[src/rtl/atr_te_pkg.sv]
// atr_te_pkg: types, constants and helpers shared by the atr trailing exit block
// used by atr_te_front, atr_te_fifo, atr_te_back and atr_trailing_exit_top
`default_nettype none

package atr_te_pkg;

   localparam int unsigned PRICE_W     = 32;
   localparam int unsigned GAIN_W      = 16;
   localparam int unsigned TIME_W      = 32;
   localparam int unsigned FRAC_W      = 8;
   localparam int unsigned PROD_W      = GAIN_W + PRICE_W;
   localparam int unsigned SCALED_W    = PROD_W - FRAC_W;
   localparam int unsigned BAND_W      = 42;
   localparam int unsigned WIDE_W      = 44;
   localparam int unsigned CSR_IDX_W   = 3;
   localparam int unsigned CSR_DATA_W  = 32;
   localparam int unsigned REQ_TDATA_W = 264;
   localparam int unsigned RSP_TDATA_W = 72;
   localparam int unsigned RSP_BITS    = 3 + 2 * PRICE_W;

   localparam int unsigned QUEUE_DEPTH_DEF = 2;

   // 0.0005 in q16.16, used when the incoming atr is zero
   localparam logic [PRICE_W-1:0] ATR_FLOOR = 32'd33;
   localparam int unsigned WIN_PIPS  = 150;
   localparam int unsigned LOSS_PIPS = 120;

   localparam logic [TIME_W-1:0]  TIME_LIMIT_RST  = 32'd3600;
   localparam logic [GAIN_W-1:0]  STOP_MULT_RST   = 16'd512;
   localparam logic [GAIN_W-1:0]  PROFIT_MULT_RST = 16'd768;
   localparam logic [GAIN_W-1:0]  TRAIL_MULT_RST  = 16'd256;
   localparam logic [GAIN_W-1:0]  TRAIL_GAIN_RST  = 16'd128;
   localparam logic [GAIN_W-1:0]  DECAY_GAIN_RST  = 16'd26;
   localparam logic [PRICE_W-1:0] PIP_SIZE_RST    = 32'd7;

   typedef enum logic [CSR_IDX_W-1:0] {
      CSR_TIME_LIMIT  = 3'd0,
      CSR_STOP_MULT   = 3'd1,
      CSR_PROFIT_MULT = 3'd2,
      CSR_TRAIL_MULT  = 3'd3,
      CSR_TRAIL_GAIN  = 3'd4,
      CSR_DECAY_GAIN  = 3'd5,
      CSR_PIP_SIZE    = 3'd6
   } csr_idx_type;

   typedef enum logic [1:0] {
      RSN_NONE       = 2'd0,
      RSN_WEEK_END   = 2'd1,
      RSN_TIME_LIMIT = 2'd2,
      RSN_PRICE      = 2'd3
   } reason_type;

   // what the front end decided about a tick
   typedef enum logic [1:0] {
      CLS_FLAT     = 2'd0,
      CLS_WEEK_END = 2'd1,
      CLS_TIME_OUT = 2'd2,
      CLS_ACTIVE   = 2'd3
   } cls_type;

   typedef struct packed {
      logic [TIME_W-1:0]  time_limit;
      logic [GAIN_W-1:0]  stop_mult;
      logic [GAIN_W-1:0]  profit_mult;
      logic [GAIN_W-1:0]  trail_mult;
      logic [GAIN_W-1:0]  trail_gain;
      logic [GAIN_W-1:0]  decay_gain;
      logic [PRICE_W-1:0] pip_size;
   } cfg_type;

   typedef struct packed {
      cls_type            cls;
      logic               is_short;
      logic [PRICE_W-1:0] price;
      logic [PRICE_W-1:0] entry_price;
      logic [PRICE_W-1:0] atr;
      logic [PRICE_W-1:0] bar_id;
      logic [PRICE_W-1:0] bar_high;
      logic [PRICE_W-1:0] bar_low;
      logic [PRICE_W-1:0] bar_close;
   } item_type;

   typedef struct packed {
      logic [PRICE_W-1:0] profit_level;
      logic [PRICE_W-1:0] stop_level;
      reason_type         exit_reason;
      logic               exit_now;
   } result_type;

   function automatic logic [PRICE_W-1:0] sat32(input logic signed [WIDE_W-1:0] v);
      logic [PRICE_W-1:0] r;
      if (v < 0) begin
         r = '0;
      end else if (v[WIDE_W-1:PRICE_W] != '0) begin
         r = '1;
      end else begin
         r = v[PRICE_W-1:0];
      end
      return r;
   endfunction

endpackage

`default_nettype wire

[src/rtl/atr_trailing_exit_top.sv]
// atr_trailing_exit_top: config registers and the front end, queue and back end
// of the atr trailing exit; depends on atr_te_pkg and the atr_te_* modules
//
// channel   dir   handshake                 payload
// req_      in    req_tvalid / req_tready   req_tdata, req_tuser (kind)
// rsp_      out   rsp_tvalid / rsp_tready   rsp_tdata
// csr_      in    csr_valid / csr_ready     csr_index, csr_data
//
// in the back end a tick goes through idle and eval when it has no position, is forced
// out, exits on price or sees no new bar; the first tick adds ft1 and ft2 and a new bar
// adds tr1 to tr4, set by the two or three dependent products through the one 16x32
// multiplier. the front end takes a beat every cycle while the queue has room; a
// waiting result stalls the back end and, once the queue fills, the front end. reset
// restores the register defaults and arms the first-tick state with zero levels. csr_ready is always high.
`default_nettype none

module atr_trailing_exit_top #(
   parameter int unsigned QUEUE_DEPTH = atr_te_pkg::QUEUE_DEPTH_DEF
) (
   input  wire logic                                clock,
   input  wire logic                                reset,
   input  wire logic                                req_tvalid,
   output logic                                     req_tready,
   // [0] position_open, [1] week_end, [33:2] elapsed_time, [65:34] price,
   // [97:66] entry_price, [129:98] atr, [161:130] bar_id, [193:162] bar_high,
   // [225:194] bar_low, [257:226] bar_close, [263:258] zero
   input  wire logic [atr_te_pkg::REQ_TDATA_W-1:0]  req_tdata,
   input  wire logic                                req_tuser,    // [0] kind
   output logic                                     rsp_tvalid,
   input  wire logic                                rsp_tready,
   // [0] exit_now, [2:1] exit_reason, [34:3] stop_level, [66:35] profit_level,
   // [71:67] zero
   output logic [atr_te_pkg::RSP_TDATA_W-1:0]       rsp_tdata,
   input  wire logic                                csr_valid,
   output logic                                     csr_ready,
   input  wire logic [atr_te_pkg::CSR_IDX_W-1:0]    csr_index,
   input  wire logic [atr_te_pkg::CSR_DATA_W-1:0]   csr_data
);

   atr_te_pkg::cfg_type     cfg_ff, cfg_in;
   atr_te_pkg::item_type    push_item, head_item;
   atr_te_pkg::result_type  result;
   logic                    q_full, q_push, q_pop, head_valid;

   assign csr_ready = 1'b1;

   always_comb begin
      cfg_in = cfg_ff;
      if (csr_valid) begin
         case (atr_te_pkg::csr_idx_type'(csr_index))
            atr_te_pkg::CSR_TIME_LIMIT:  cfg_in.time_limit  = csr_data;
            atr_te_pkg::CSR_STOP_MULT:   cfg_in.stop_mult   = csr_data[15:0];
            atr_te_pkg::CSR_PROFIT_MULT: cfg_in.profit_mult = csr_data[15:0];
            atr_te_pkg::CSR_TRAIL_MULT:  cfg_in.trail_mult  = csr_data[15:0];
            atr_te_pkg::CSR_TRAIL_GAIN:  cfg_in.trail_gain  = csr_data[15:0];
            atr_te_pkg::CSR_DECAY_GAIN:  cfg_in.decay_gain  = csr_data[15:0];
            atr_te_pkg::CSR_PIP_SIZE:    cfg_in.pip_size    = csr_data;
            default: begin
               cfg_in = cfg_ff;
            end
         endcase
      end
   end

   always_ff @(posedge clock) begin
      if (reset) begin
         cfg_ff.time_limit  <= atr_te_pkg::TIME_LIMIT_RST;
         cfg_ff.stop_mult   <= atr_te_pkg::STOP_MULT_RST;
         cfg_ff.profit_mult <= atr_te_pkg::PROFIT_MULT_RST;
         cfg_ff.trail_mult  <= atr_te_pkg::TRAIL_MULT_RST;
         cfg_ff.trail_gain  <= atr_te_pkg::TRAIL_GAIN_RST;
         cfg_ff.decay_gain  <= atr_te_pkg::DECAY_GAIN_RST;
         cfg_ff.pip_size    <= atr_te_pkg::PIP_SIZE_RST;
      end else begin
         cfg_ff <= cfg_in;
      end
   end

   atr_te_front u_front (
      .req_tvalid (req_tvalid),
      .req_tready (req_tready),
      .req_tdata  (req_tdata),
      .req_tuser  (req_tuser),
      .time_limit (cfg_ff.time_limit),
      .q_full     (q_full),
      .q_push     (q_push),
      .q_item     (push_item)
   );

   atr_te_fifo #(
      .DEPTH (QUEUE_DEPTH)
   ) u_fifo (
      .clock      (clock),
      .reset      (reset),
      .push       (q_push),
      .push_item  (push_item),
      .full       (q_full),
      .pop        (q_pop),
      .head_valid (head_valid),
      .head_item  (head_item)
   );

   atr_te_back u_back (
      .clock      (clock),
      .reset      (reset),
      .cfg        (cfg_ff),
      .q_valid    (head_valid),
      .q_item     (head_item),
      .q_pop      (q_pop),
      .rsp_tvalid (rsp_tvalid),
      .rsp_tready (rsp_tready),
      .rsp_result (result)
   );

   assign rsp_tdata = {(atr_te_pkg::RSP_TDATA_W - atr_te_pkg::RSP_BITS)'(0),
                       result.profit_level, result.stop_level,
                       result.exit_reason, result.exit_now};

endmodule

`default_nettype wire

[src/rtl/atr_te_front.sv]
// atr_te_front: takes request beats, unpacks them and sorts each tick
// into flat, forced exit or active; depends on atr_te_pkg
`default_nettype none

module atr_te_front (
   input  wire logic                                 req_tvalid,
   output logic                                      req_tready,
   input  wire logic [atr_te_pkg::REQ_TDATA_W-1:0]   req_tdata,
   input  wire logic                                 req_tuser,
   input  wire logic [atr_te_pkg::TIME_W-1:0]        time_limit,
   input  wire logic                                 q_full,
   output logic                                      q_push,
   output atr_te_pkg::item_type                      q_item
);

   logic                             position_open;
   logic                             week_end;
   logic [atr_te_pkg::TIME_W-1:0]    elapsed_time;
   logic [atr_te_pkg::PRICE_W-1:0]   atr_raw;

   assign position_open = req_tdata[0];
   assign week_end      = req_tdata[1];
   assign elapsed_time  = req_tdata[33:2];
   assign atr_raw       = req_tdata[129:98];

   assign req_tready = !q_full;
   assign q_push     = req_tvalid && !q_full;

   always_comb begin
      q_item.is_short    = req_tuser;
      q_item.price       = req_tdata[65:34];
      q_item.entry_price = req_tdata[97:66];
      q_item.atr         = (atr_raw == '0) ? atr_te_pkg::ATR_FLOOR : atr_raw;
      q_item.bar_id      = req_tdata[161:130];
      q_item.bar_high    = req_tdata[193:162];
      q_item.bar_low     = req_tdata[225:194];
      q_item.bar_close   = req_tdata[257:226];
      // week end wins over the time limit
      if (!position_open) begin
         q_item.cls = atr_te_pkg::CLS_FLAT;
      end else if (week_end) begin
         q_item.cls = atr_te_pkg::CLS_WEEK_END;
      end else if (elapsed_time > time_limit) begin
         q_item.cls = atr_te_pkg::CLS_TIME_OUT;
      end else begin
         q_item.cls = atr_te_pkg::CLS_ACTIVE;
      end
   end

endmodule

`default_nettype wire

[src/rtl/atr_te_fifo.sv]
// atr_te_fifo: short queue of classified ticks between front and back end
// depends on atr_te_pkg for the item type
`default_nettype none

module atr_te_fifo #(
   parameter int unsigned DEPTH = atr_te_pkg::QUEUE_DEPTH_DEF
) (
   input  wire logic                  clock,
   input  wire logic                  reset,
   input  wire logic                  push,
   input  wire atr_te_pkg::item_type  push_item,
   output logic                       full,
   input  wire logic                  pop,
   output logic                       head_valid,
   output atr_te_pkg::item_type       head_item
);

   localparam int unsigned PTR_W = (DEPTH > 1) ? $clog2(DEPTH) : 1;
   localparam int unsigned CNT_W = $clog2(DEPTH + 1);

   atr_te_pkg::item_type mem_ff [DEPTH];
   logic [PTR_W-1:0]     wr_ptr_ff, wr_ptr_in;
   logic [PTR_W-1:0]     rd_ptr_ff, rd_ptr_in;
   logic [CNT_W-1:0]     count_ff, count_in;
   logic                 do_push, do_pop;

   assign full       = (count_ff == CNT_W'(DEPTH));
   assign head_valid = (count_ff != '0);
   assign head_item  = mem_ff[rd_ptr_ff];
   assign do_push    = push && !full;
   assign do_pop     = pop && head_valid;

   always_comb begin
      wr_ptr_in = wr_ptr_ff;
      rd_ptr_in = rd_ptr_ff;
      count_in  = count_ff;
      if (do_push) begin
         wr_ptr_in = (wr_ptr_ff == PTR_W'(DEPTH - 1)) ? '0 : wr_ptr_ff + 1'b1;
      end
      if (do_pop) begin
         rd_ptr_in = (rd_ptr_ff == PTR_W'(DEPTH - 1)) ? '0 : rd_ptr_ff + 1'b1;
      end
      if (do_push && !do_pop) begin
         count_in = count_ff + 1'b1;
      end else if (do_pop && !do_push) begin
         count_in = count_ff - 1'b1;
      end
   end

   always_ff @(posedge clock) begin
      if (reset) begin
         wr_ptr_ff <= '0;
         rd_ptr_ff <= '0;
         count_ff  <= '0;
      end else begin
         wr_ptr_ff <= wr_ptr_in;
         rd_ptr_ff <= rd_ptr_in;
         count_ff  <= count_in;
      end
   end

   always_ff @(posedge clock) begin
      if (do_push) begin
         mem_ff[wr_ptr_ff] <= push_item;
      end
   end

endmodule

`default_nettype wire

[src/rtl/atr_te_back.sv]
// atr_te_back: position state, price exit test and level updates on one
// shared 16x32 multiplier, plus the result register; depends on atr_te_pkg
`default_nettype none

module atr_te_back (
   input  wire logic                  clock,
   input  wire logic                  reset,
   input  wire atr_te_pkg::cfg_type   cfg,
   input  wire logic                  q_valid,
   input  wire atr_te_pkg::item_type  q_item,
   output logic                       q_pop,
   output logic                       rsp_tvalid,
   input  wire logic                  rsp_tready,
   output atr_te_pkg::result_type     rsp_result
);

   localparam int unsigned PRICE_W  = atr_te_pkg::PRICE_W;
   localparam int unsigned GAIN_W   = atr_te_pkg::GAIN_W;
   localparam int unsigned PROD_W   = atr_te_pkg::PROD_W;
   localparam int unsigned FRAC_W   = atr_te_pkg::FRAC_W;
   localparam int unsigned SCALED_W = atr_te_pkg::SCALED_W;
   localparam int unsigned BAND_W   = atr_te_pkg::BAND_W;
   localparam int unsigned WIDE_W   = atr_te_pkg::WIDE_W;

   typedef enum logic [7:0] {
      ST_IDLE = 8'b0000_0001,
      ST_EVAL = 8'b0000_0010,
      ST_FT1  = 8'b0000_0100,
      ST_FT2  = 8'b0000_1000,
      ST_TR1  = 8'b0001_0000,
      ST_TR2  = 8'b0010_0000,
      ST_TR3  = 8'b0100_0000,
      ST_TR4  = 8'b1000_0000
   } state_type;

   state_type                 state_ff, state_in;
   atr_te_pkg::item_type      item_ff, item_in;
   logic                      first_ff, first_in;
   logic [PRICE_W-1:0]        stop_ff, stop_in;
   logic [PRICE_W-1:0]        target_ff, target_in;
   logic [PRICE_W-1:0]        last_bar_ff, last_bar_in;
   logic [PROD_W-1:0]         prod_ff, prod_in;
   logic                      take_ff, take_in;
   logic [PRICE_W-1:0]        gap_mag_ff, gap_mag_in;
   logic                      dsub_ff, dsub_in;
   logic [PRICE_W-1:0]        dmag_ff, dmag_in;
   logic [PRICE_W-1:0]        s_tmp_ff, s_tmp_in;
   logic                      rsp_valid_ff, rsp_valid_in;
   atr_te_pkg::result_type    rsp_ff, rsp_in;

   logic                      emit_ok;
   logic                      emit_fire;
   logic                      is_long;
   logic [GAIN_W-1:0]         mul_a;
   logic [PRICE_W-1:0]        mul_b;
   logic                      mul_en;
   logic [SCALED_W-1:0]       scaled;
   logic signed [WIDE_W-1:0]  scaled_w, entry_w, stop_w, target_w;
   logic signed [WIDE_W-1:0]  high_w, low_w, gap_w, s_calc, t_calc;
   logic [BAND_W-1:0]         win_band, loss_band, price_b, entry_b, stop_b, target_b;
   logic                      hit, new_bar;
   logic [PRICE_W-1:0]        stop_fin, target_fin, close;

   assign is_long = !item_ff.is_short;
   assign close   = item_ff.bar_close;
   assign emit_ok = !rsp_valid_ff || rsp_tready;
   assign q_pop   = (state_ff == ST_IDLE) && q_valid;

   assign scaled   = prod_ff[PROD_W-1:FRAC_W];
   assign scaled_w = $signed(WIDE_W'(scaled));
   assign entry_w  = $signed(WIDE_W'(item_ff.entry_price));
   assign stop_w   = $signed(WIDE_W'(stop_ff));
   assign target_w = $signed(WIDE_W'(target_ff));
   assign high_w   = $signed(WIDE_W'(item_ff.bar_high));
   assign low_w    = $signed(WIDE_W'(item_ff.bar_low));

   // fixed pip bands, full width
   assign win_band  = BAND_W'(cfg.pip_size) * BAND_W'(atr_te_pkg::WIN_PIPS);
   assign loss_band = BAND_W'(cfg.pip_size) * BAND_W'(atr_te_pkg::LOSS_PIPS);
   assign price_b   = BAND_W'(item_ff.price);
   assign entry_b   = BAND_W'(item_ff.entry_price);
   assign stop_b    = BAND_W'(stop_ff);
   assign target_b  = BAND_W'(target_ff);

   always_comb begin
      if (is_long) begin
         hit = (price_b >= target_b) || (price_b <= stop_b) ||
               (price_b >= entry_b + win_band) || (price_b + loss_band <= entry_b);
      end else begin
         hit = (price_b <= target_b) || (price_b >= stop_b) ||
               (price_b + win_band <= entry_b) || (price_b >= entry_b + loss_band);
      end
   end

   assign new_bar = (item_ff.bar_id != last_bar_ff);

   // shared multiplier operand select
   always_comb begin
      mul_a  = '0;
      mul_b  = '0;
      mul_en = 1'b0;
      case (state_ff)
         ST_EVAL: begin
            mul_a  = first_ff ? cfg.profit_mult : cfg.trail_mult;
            mul_b  = item_ff.atr;
            mul_en = 1'b1;
         end
         ST_FT1: begin
            mul_a  = cfg.stop_mult;
            mul_b  = item_ff.atr;
            mul_en = 1'b1;
         end
         ST_TR2: begin
            mul_a  = cfg.trail_gain;
            mul_b  = gap_mag_ff;
            mul_en = 1'b1;
         end
         ST_TR3: begin
            mul_a  = cfg.decay_gain;
            mul_b  = dmag_ff;
            mul_en = 1'b1;
         end
         default: begin
            mul_en = 1'b0;
         end
      endcase
      prod_in = mul_en ? (PROD_W'(mul_a) * PROD_W'(mul_b)) : prod_ff;
   end

   // bar update arithmetic
   always_comb begin
      gap_w  = is_long ? (high_w - scaled_w - stop_w) : (low_w + scaled_w - stop_w);
      s_calc = is_long ? (stop_w + scaled_w) : (stop_w - scaled_w);
      t_calc = dsub_ff ? (target_w - scaled_w) : (target_w + scaled_w);
   end

   always_comb begin
      state_in     = state_ff;
      item_in      = item_ff;
      first_in     = first_ff;
      stop_in      = stop_ff;
      target_in    = target_ff;
      last_bar_in  = last_bar_ff;
      take_in      = take_ff;
      gap_mag_in   = gap_mag_ff;
      dsub_in      = dsub_ff;
      dmag_in      = dmag_ff;
      s_tmp_in     = s_tmp_ff;
      rsp_in       = rsp_ff;
      emit_fire    = 1'b0;
      stop_fin     = stop_ff;
      target_fin   = target_ff;

      case (state_ff)
         ST_IDLE: begin
            if (q_valid) begin
               item_in  = q_item;
               state_in = ST_EVAL;
            end
         end
         ST_EVAL: begin
            if (item_ff.cls == atr_te_pkg::CLS_FLAT) begin
               if (emit_ok) begin
                  emit_fire          = 1'b1;
                  rsp_in.exit_now    = 1'b0;
                  rsp_in.exit_reason = atr_te_pkg::RSN_NONE;
                  state_in           = ST_IDLE;
               end
            end else if (item_ff.cls != atr_te_pkg::CLS_ACTIVE) begin
               if (emit_ok) begin
                  emit_fire          = 1'b1;
                  first_in           = 1'b1;
                  rsp_in.exit_now    = 1'b1;
                  rsp_in.exit_reason = (item_ff.cls == atr_te_pkg::CLS_WEEK_END) ?
                                       atr_te_pkg::RSN_WEEK_END :
                                       atr_te_pkg::RSN_TIME_LIMIT;
                  state_in           = ST_IDLE;
               end
            end else if (first_ff) begin
               state_in = ST_FT1;
            end else if (hit) begin
               if (emit_ok) begin
                  emit_fire          = 1'b1;
                  first_in           = 1'b1;
                  rsp_in.exit_now    = 1'b1;
                  rsp_in.exit_reason = atr_te_pkg::RSN_PRICE;
                  state_in           = ST_IDLE;
               end
            end else if (new_bar) begin
               state_in = ST_TR1;
            end else if (emit_ok) begin
               emit_fire          = 1'b1;
               rsp_in.exit_now    = 1'b0;
               rsp_in.exit_reason = atr_te_pkg::RSN_NONE;
               state_in           = ST_IDLE;
            end
         end
         ST_FT1: begin
            // product holds profit distance
            target_in = atr_te_pkg::sat32(is_long ? (entry_w + scaled_w) :
                                                    (entry_w - scaled_w));
            state_in  = ST_FT2;
         end
         ST_FT2: begin
            stop_fin = atr_te_pkg::sat32(is_long ? (entry_w - scaled_w) :
                                                   (entry_w + scaled_w));
            if (emit_ok) begin
               emit_fire          = 1'b1;
               stop_in            = stop_fin;
               first_in           = 1'b0;
               last_bar_in        = item_ff.bar_id;
               rsp_in.exit_now    = 1'b0;
               rsp_in.exit_reason = atr_te_pkg::RSN_NONE;
               state_in           = ST_IDLE;
            end
         end
         ST_TR1: begin
            // product holds the trail offset; a negative short gap fits in 32 bits
            take_in    = is_long ? (gap_w > 0) : (gap_w < 0);
            gap_mag_in = is_long ? gap_w[PRICE_W-1:0] :
                                   (~gap_w[PRICE_W-1:0] + 1'b1);
            dsub_in    = (target_ff > close);
            dmag_in    = (target_ff > close) ? (target_ff - close) : (close - target_ff);
            state_in   = ST_TR2;
         end
         ST_TR2: begin
            state_in = ST_TR3;
         end
         ST_TR3: begin
            s_tmp_in = take_ff ? atr_te_pkg::sat32(s_calc) : stop_ff;
            state_in = ST_TR4;
         end
         ST_TR4: begin
            stop_fin   = s_tmp_ff;
            target_fin = atr_te_pkg::sat32(t_calc);
            if (is_long) begin
               if (s_tmp_ff > close) begin
                  stop_fin = close;
               end else if (target_fin < close) begin
                  target_fin = close;
               end
            end else begin
               if (s_tmp_ff < close) begin
                  stop_fin = close;
               end else if (target_fin > close) begin
                  target_fin = close;
               end
            end
            if (emit_ok) begin
               emit_fire          = 1'b1;
               stop_in            = stop_fin;
               target_in          = target_fin;
               last_bar_in        = item_ff.bar_id;
               rsp_in.exit_now    = 1'b0;
               rsp_in.exit_reason = atr_te_pkg::RSN_NONE;
               state_in           = ST_IDLE;
            end
         end
         default: begin
            state_in = ST_IDLE;
         end
      endcase

      rsp_in.stop_level   = emit_fire ? stop_in : rsp_ff.stop_level;
      rsp_in.profit_level = emit_fire ? target_in : rsp_ff.profit_level;
      rsp_valid_in        = emit_fire ? 1'b1 : (rsp_valid_ff && !rsp_tready);
   end

   always_ff @(posedge clock) begin
      if (reset) begin
         state_ff     <= ST_IDLE;
         first_ff     <= 1'b1;
         stop_ff      <= '0;
         target_ff    <= '0;
         last_bar_ff  <= '0;
         rsp_valid_ff <= 1'b0;
      end else begin
         state_ff     <= state_in;
         first_ff     <= first_in;
         stop_ff      <= stop_in;
         target_ff    <= target_in;
         last_bar_ff  <= last_bar_in;
         rsp_valid_ff <= rsp_valid_in;
      end
   end

   always_ff @(posedge clock) begin
      item_ff    <= item_in;
      prod_ff    <= prod_in;
      take_ff    <= take_in;
      gap_mag_ff <= gap_mag_in;
      dsub_ff    <= dsub_in;
      dmag_ff    <= dmag_in;
      s_tmp_ff   <= s_tmp_in;
      rsp_ff     <= rsp_in;
   end

   assign rsp_tvalid = rsp_valid_ff;
   assign rsp_result = rsp_ff;

endmodule

`default_nettype wire
[config.mk]
export PLATFORM = sky130hd
export DESIGN_NAME = atr_trailing_exit_top
export DESIGN_NICKNAME = d
export VERILOG_FILES = /design/src/rtl/atr_te_pkg.sv /design/src/rtl/atr_trailing_exit_top.sv /design/src/rtl/atr_te_front.sv /design/src/rtl/atr_te_fifo.sv /design/src/rtl/atr_te_back.sv
export SDC_FILE = /design/constraint.sdc
export NUM_CORES = 2
export LEC_CHECK = 0
export ABC_AREA = 1
export BUFFER_PORTS_ARGS = -buffer_cell sky130_fd_sc_hd__buf_2
export CORE_MARGIN = 4
export CORE_UTILIZATION = 35
export CTS_CLUSTER_DIAMETER = 120
export DETAILED_ROUTE_END_ITERATION = 7
export PLACE_DENSITY = 0.48
export SLEW_MARGIN = 20
export SYNTH_ARGS = -nofsm -noshare
export SYNTH_HDL_FRONTEND = slang
export SYNTH_SLANG_ARGS = --single-unit
[constraint.sdc]
create_clock -name clock -period 16.3 [get_ports clock]
set_input_delay 1.63 -clock clock [delete_from_list [all_inputs] [get_ports clock]]
set_output_delay 1.63 -clock clock [all_outputs]
set_load 0.01 [all_outputs]
==> impl_metrics.json <==
{
  "required_ps": 16700,
  "wl_met3_um": 36400,
  "p_leak_nw": 55.0,
  "cp_slowest_cell": "dfxtp_1",
  "via_per_inst": 5.33,
  "drt_iter0_markers": 10300,
  "cts_buffers": 140,
  "crit_fanout": 61,
  "cts_tree": "yes",
  "ioPinCount": 380,
  "dp_hpwl_um": 385000,
  "maxSlewViolCount": 0,
  "core.rowCount": 202,
  "grt_util_all_layers": 0.292,
  "period_share": 0.609,
  "grt_pass1_vias": 93200,
  "fin_hold_ws_ps": 444,
  "fp.dieArea_mm2": 0.315,
  "yosysUniqueCellTypes": 80,
  "synth_cells": 14100,
  "clockBufferDepth": 4,
  "final_cell_mix": "3,583 x nand2_1, 1,899 x inv_1, 1,354 x a21oi_1",
  "gp_congestion": 1.06,
  "path_clk_slew_ps": 60,
  "synth-main-ff-cell": "edfxtp_1",
  "synth_area_mm2": 0.107,
  "antenna_found_initial": 67,
  "final_hold_viol_count": 0,
  "ctsHoldBuffers": 0,
  "grt_pass1_wl_um": 670000,
  "drive_gt1_frac": 0.0647,
  "worstPathArrival_ps": 10320,
  "area.growth.synth_to_final_pct": 10.3,
  "synthArstFlopShare": 0,
  "drv_cap": 0,
  "hp-class": "reg2reg",
  "fin_ws_ps": 6380,
  "p_per_area_mw_per_mm2": 156,
  "fmax_ghz": 0.101,
  "post_cts.repair.setup_buffers": 0,
  "cts_max_level": 4,
  "clock-sinks": 1140,
  "power.total_w": 0.0184,
  "critPathMostFrequentCell": "nand2_1",
  "fin_tns_setup_ps": 0,
  "wl_met1_um": 210000,
  "grt_max_degree": 203,
  "grt-ovfl-total": 0,
  "start_util": 0.353,
  "r2r_slack_ps": 6380,
  "clock_latency_ps": 880,
  "die_h_um": 561,
  "combPwrFrac": 0.586,
  "swShare": 0.520,
  "place_ws_ps": 6310,
  "cp-start-kind": "flop",
  "relSlewSlack": 0.260,
  "max_stage_delay_ps": 770,
  "ys_ff_latch": 1140,
  "cp-end-kind": "flop",
  "fin_util": 0.389,
  "firstDrtPassIters": 8,
  "peakVddDrop_mv": 0.179,
  "wl_per_cell_um": 25.7,
  "seq_area_frac_synth": 0.296,
  "synth_edf_count": 886,
  "final_common_cell": "nand2_1",
  "core_mm2": 0.304,
  "cts-root-buf": "clkbuf_16",
  "portBuffers": 367,
  "drc": 0,
  "fin_nets": 16200,
  "post-route-min-period_ps": 9920,
  "yosys_warnings": 0,
  "worst_slew_pin_slew_ps": 1110,
  "p_switching_w": 0.00957,
  "syn_area_per_cell_um2": 7.63,
  "topRoutingLayerUsed": "met5",
  "cts_resized": 0,
  "die_w_um": 561,
  "finalClockSkew_ps": 109,
  "rsz0062_at_grt": "false",
  "clkPwrFrac": 0.166,
  "wl_met2_um": 201000,
  "ant_nets": 0,
  "internal_power_w": 0.00884,
  "outcome": "finished, final reports clean",
  "crit_type": "reg2reg",
  "seqPwrFrac": 0.248,
  "drt-total-wl_um": 475000,
  "setup_viol": 0,
  "dr_total_vias": 98600
}
[worst max-delay path, delay by kind of cell (launching register included)]
kind,cells,cell delay [ps]
AO/OA/AOI/OAI,5,1190
XOR/XNOR,2,820
adder cells (fa/ha/maj),7,2660
buffers and inverters,6,1100
flip-flops,1,770
AND/OR/NAND/NOR,25,2800
[per-stage QoR]
stage                     instances  area (µm²)
after floorplan               14100      107000
after global placement        18200      114000
after detailed placement      18200      114000
after CTS                     18500      118000
after global routing          18500      118000
final                         18500      118000
[worst paths after layout]
path	start	end	cells past startpoint
worst max-delay path	cfg_ff[6]$_SDFFE_PP0P_	u_back.rsp_result[13]$_DFFE_PP_	45
worst min-delay path	cfg_ff[50]$_SDFFE_PP0P_	cfg_ff[50]$_SDFFE_PP0P_	2
worst max register to register	cfg_ff[6]$_SDFFE_PP0P_	u_back.rsp_result[13]$_DFFE_PP_	45
worst min register to register	cfg_ff[50]$_SDFFE_PP0P_	cfg_ff[50]$_SDFFE_PP0P_	2
[routing by layer]
metal | GRT usage | vias up
li1 | - | 46600
met1 | 0.409 | 47400
met2 | 0.440 | 3820
met3 | 0.0438 | 723
met4 | 0.137 | 30
met5 | 0 | -
[cell type report]
type / count / area, µm²
multi-input cells: 10500 / 66300
well taps: 4080 / 5100
diodes: 13 / 32.5
inverters: 1950 / 7340
clock inverters: 74 / 633
clock buffers: 176 / 3760
fillers: 32300 / 186000
repair buffers: 564 / 3360
flip-flops and latches: 1140 / 31700
[state kept, by name (all words and copies together) (netlist names), 40 cells and up]
signal             flops
u_back.item_ff       131
u_fifo.mem_ff        454
cfg_ff               144
u_back.prod_ff        40
u_back.rsp_result     67
[synthesized netlist by cell type (15+ instances only)]
cell type | n | share of area
xor2_1 | 331 | 0.027
fa_1 | 548 | 0.10
nor2_2 | 18 | 0.0011
buf_2 | 81 | 0.0038
a211oi_1 | 21 | 0.0015
o31ai_1 | 25 | 0.0018
nor3_1 | 112 | 0.0052
nand3_1 | 456 | 0.021
clkbuf_1 | 346 | 0.012
nand2_1 | 3586 | 0.13
buf_1 | 29 | 0.0010
a22oi_1 | 20 | 0.0014
inv_1 | 1906 | 0.067
edfxtp_1 | 886 | 0.25
a21oi_1 | 1355 | 0.063
inv_2 | 32 | 0.0011
buf_4 | 20 | 0.0014
ha_1 | 1023 | 0.12
o221ai_1 | 25 | 0.0020
a221oi_1 | 17 | 0.0014
mux2i_1 | 15 | 0.0014
nand4_1 | 125 | 0.0073
o21a_1 | 59 | 0.0041
o21bai_1 | 52 | 0.0036
a32o_1 | 32 | 0.0030
nor4_1 | 52 | 0.0030
nand3b_1 | 21 | 0.0015
a21o_1 | 37 | 0.0026
xnor2_1 | 139 | 0.011
a31oi_1 | 81 | 0.0047
dfxtp_1 | 254 | 0.047
o21ai_0 | 773 | 0.036
o21ai_1 | 37 | 0.0017
or2_2 | 18 | 0.0011
and3_1 | 18 | 0.0011
o211ai_1 | 76 | 0.0053
o22ai_1 | 20 | 0.0012
nand2_2 | 24 | 0.0014
nor2_1 | 1260 | 0.044
[logic make-up after synthesis]
family / count (synthesis) / share of synthesized area
other cells: 2 / 0.0000700
fa+ha+maj: 1571 / 0.222
mux: 15 / 0.00140
buf+inv: 2433 / 0.0872
xor+xnor: 470 / 0.0384
flops: 1140 / 0.296
simple gates: 5727 / 0.216
compound gates: 2699 / 0.140
[power by group through the flow]
| stage | Clock, W | Sequential [W] | Combinational [W] |
|---|---|---|---|
| 4_1_cts | 0.00313 | 0.00456 | 0.0107 |
| 5_1_grt | 0.00324 | 0.00458 | 0.0118 |
| 3_3_place_gp | 0 | 0.00462 | 0.0106 |
| 2_1_floorplan | 0 | 0.00444 | 0.00687 |
| 6_report | 0.00305 | 0.00457 | 0.0108 |
| 3_5_place_dp | 0 | 0.00461 | 0.0106 |
(Power assumes the default switching activity.)
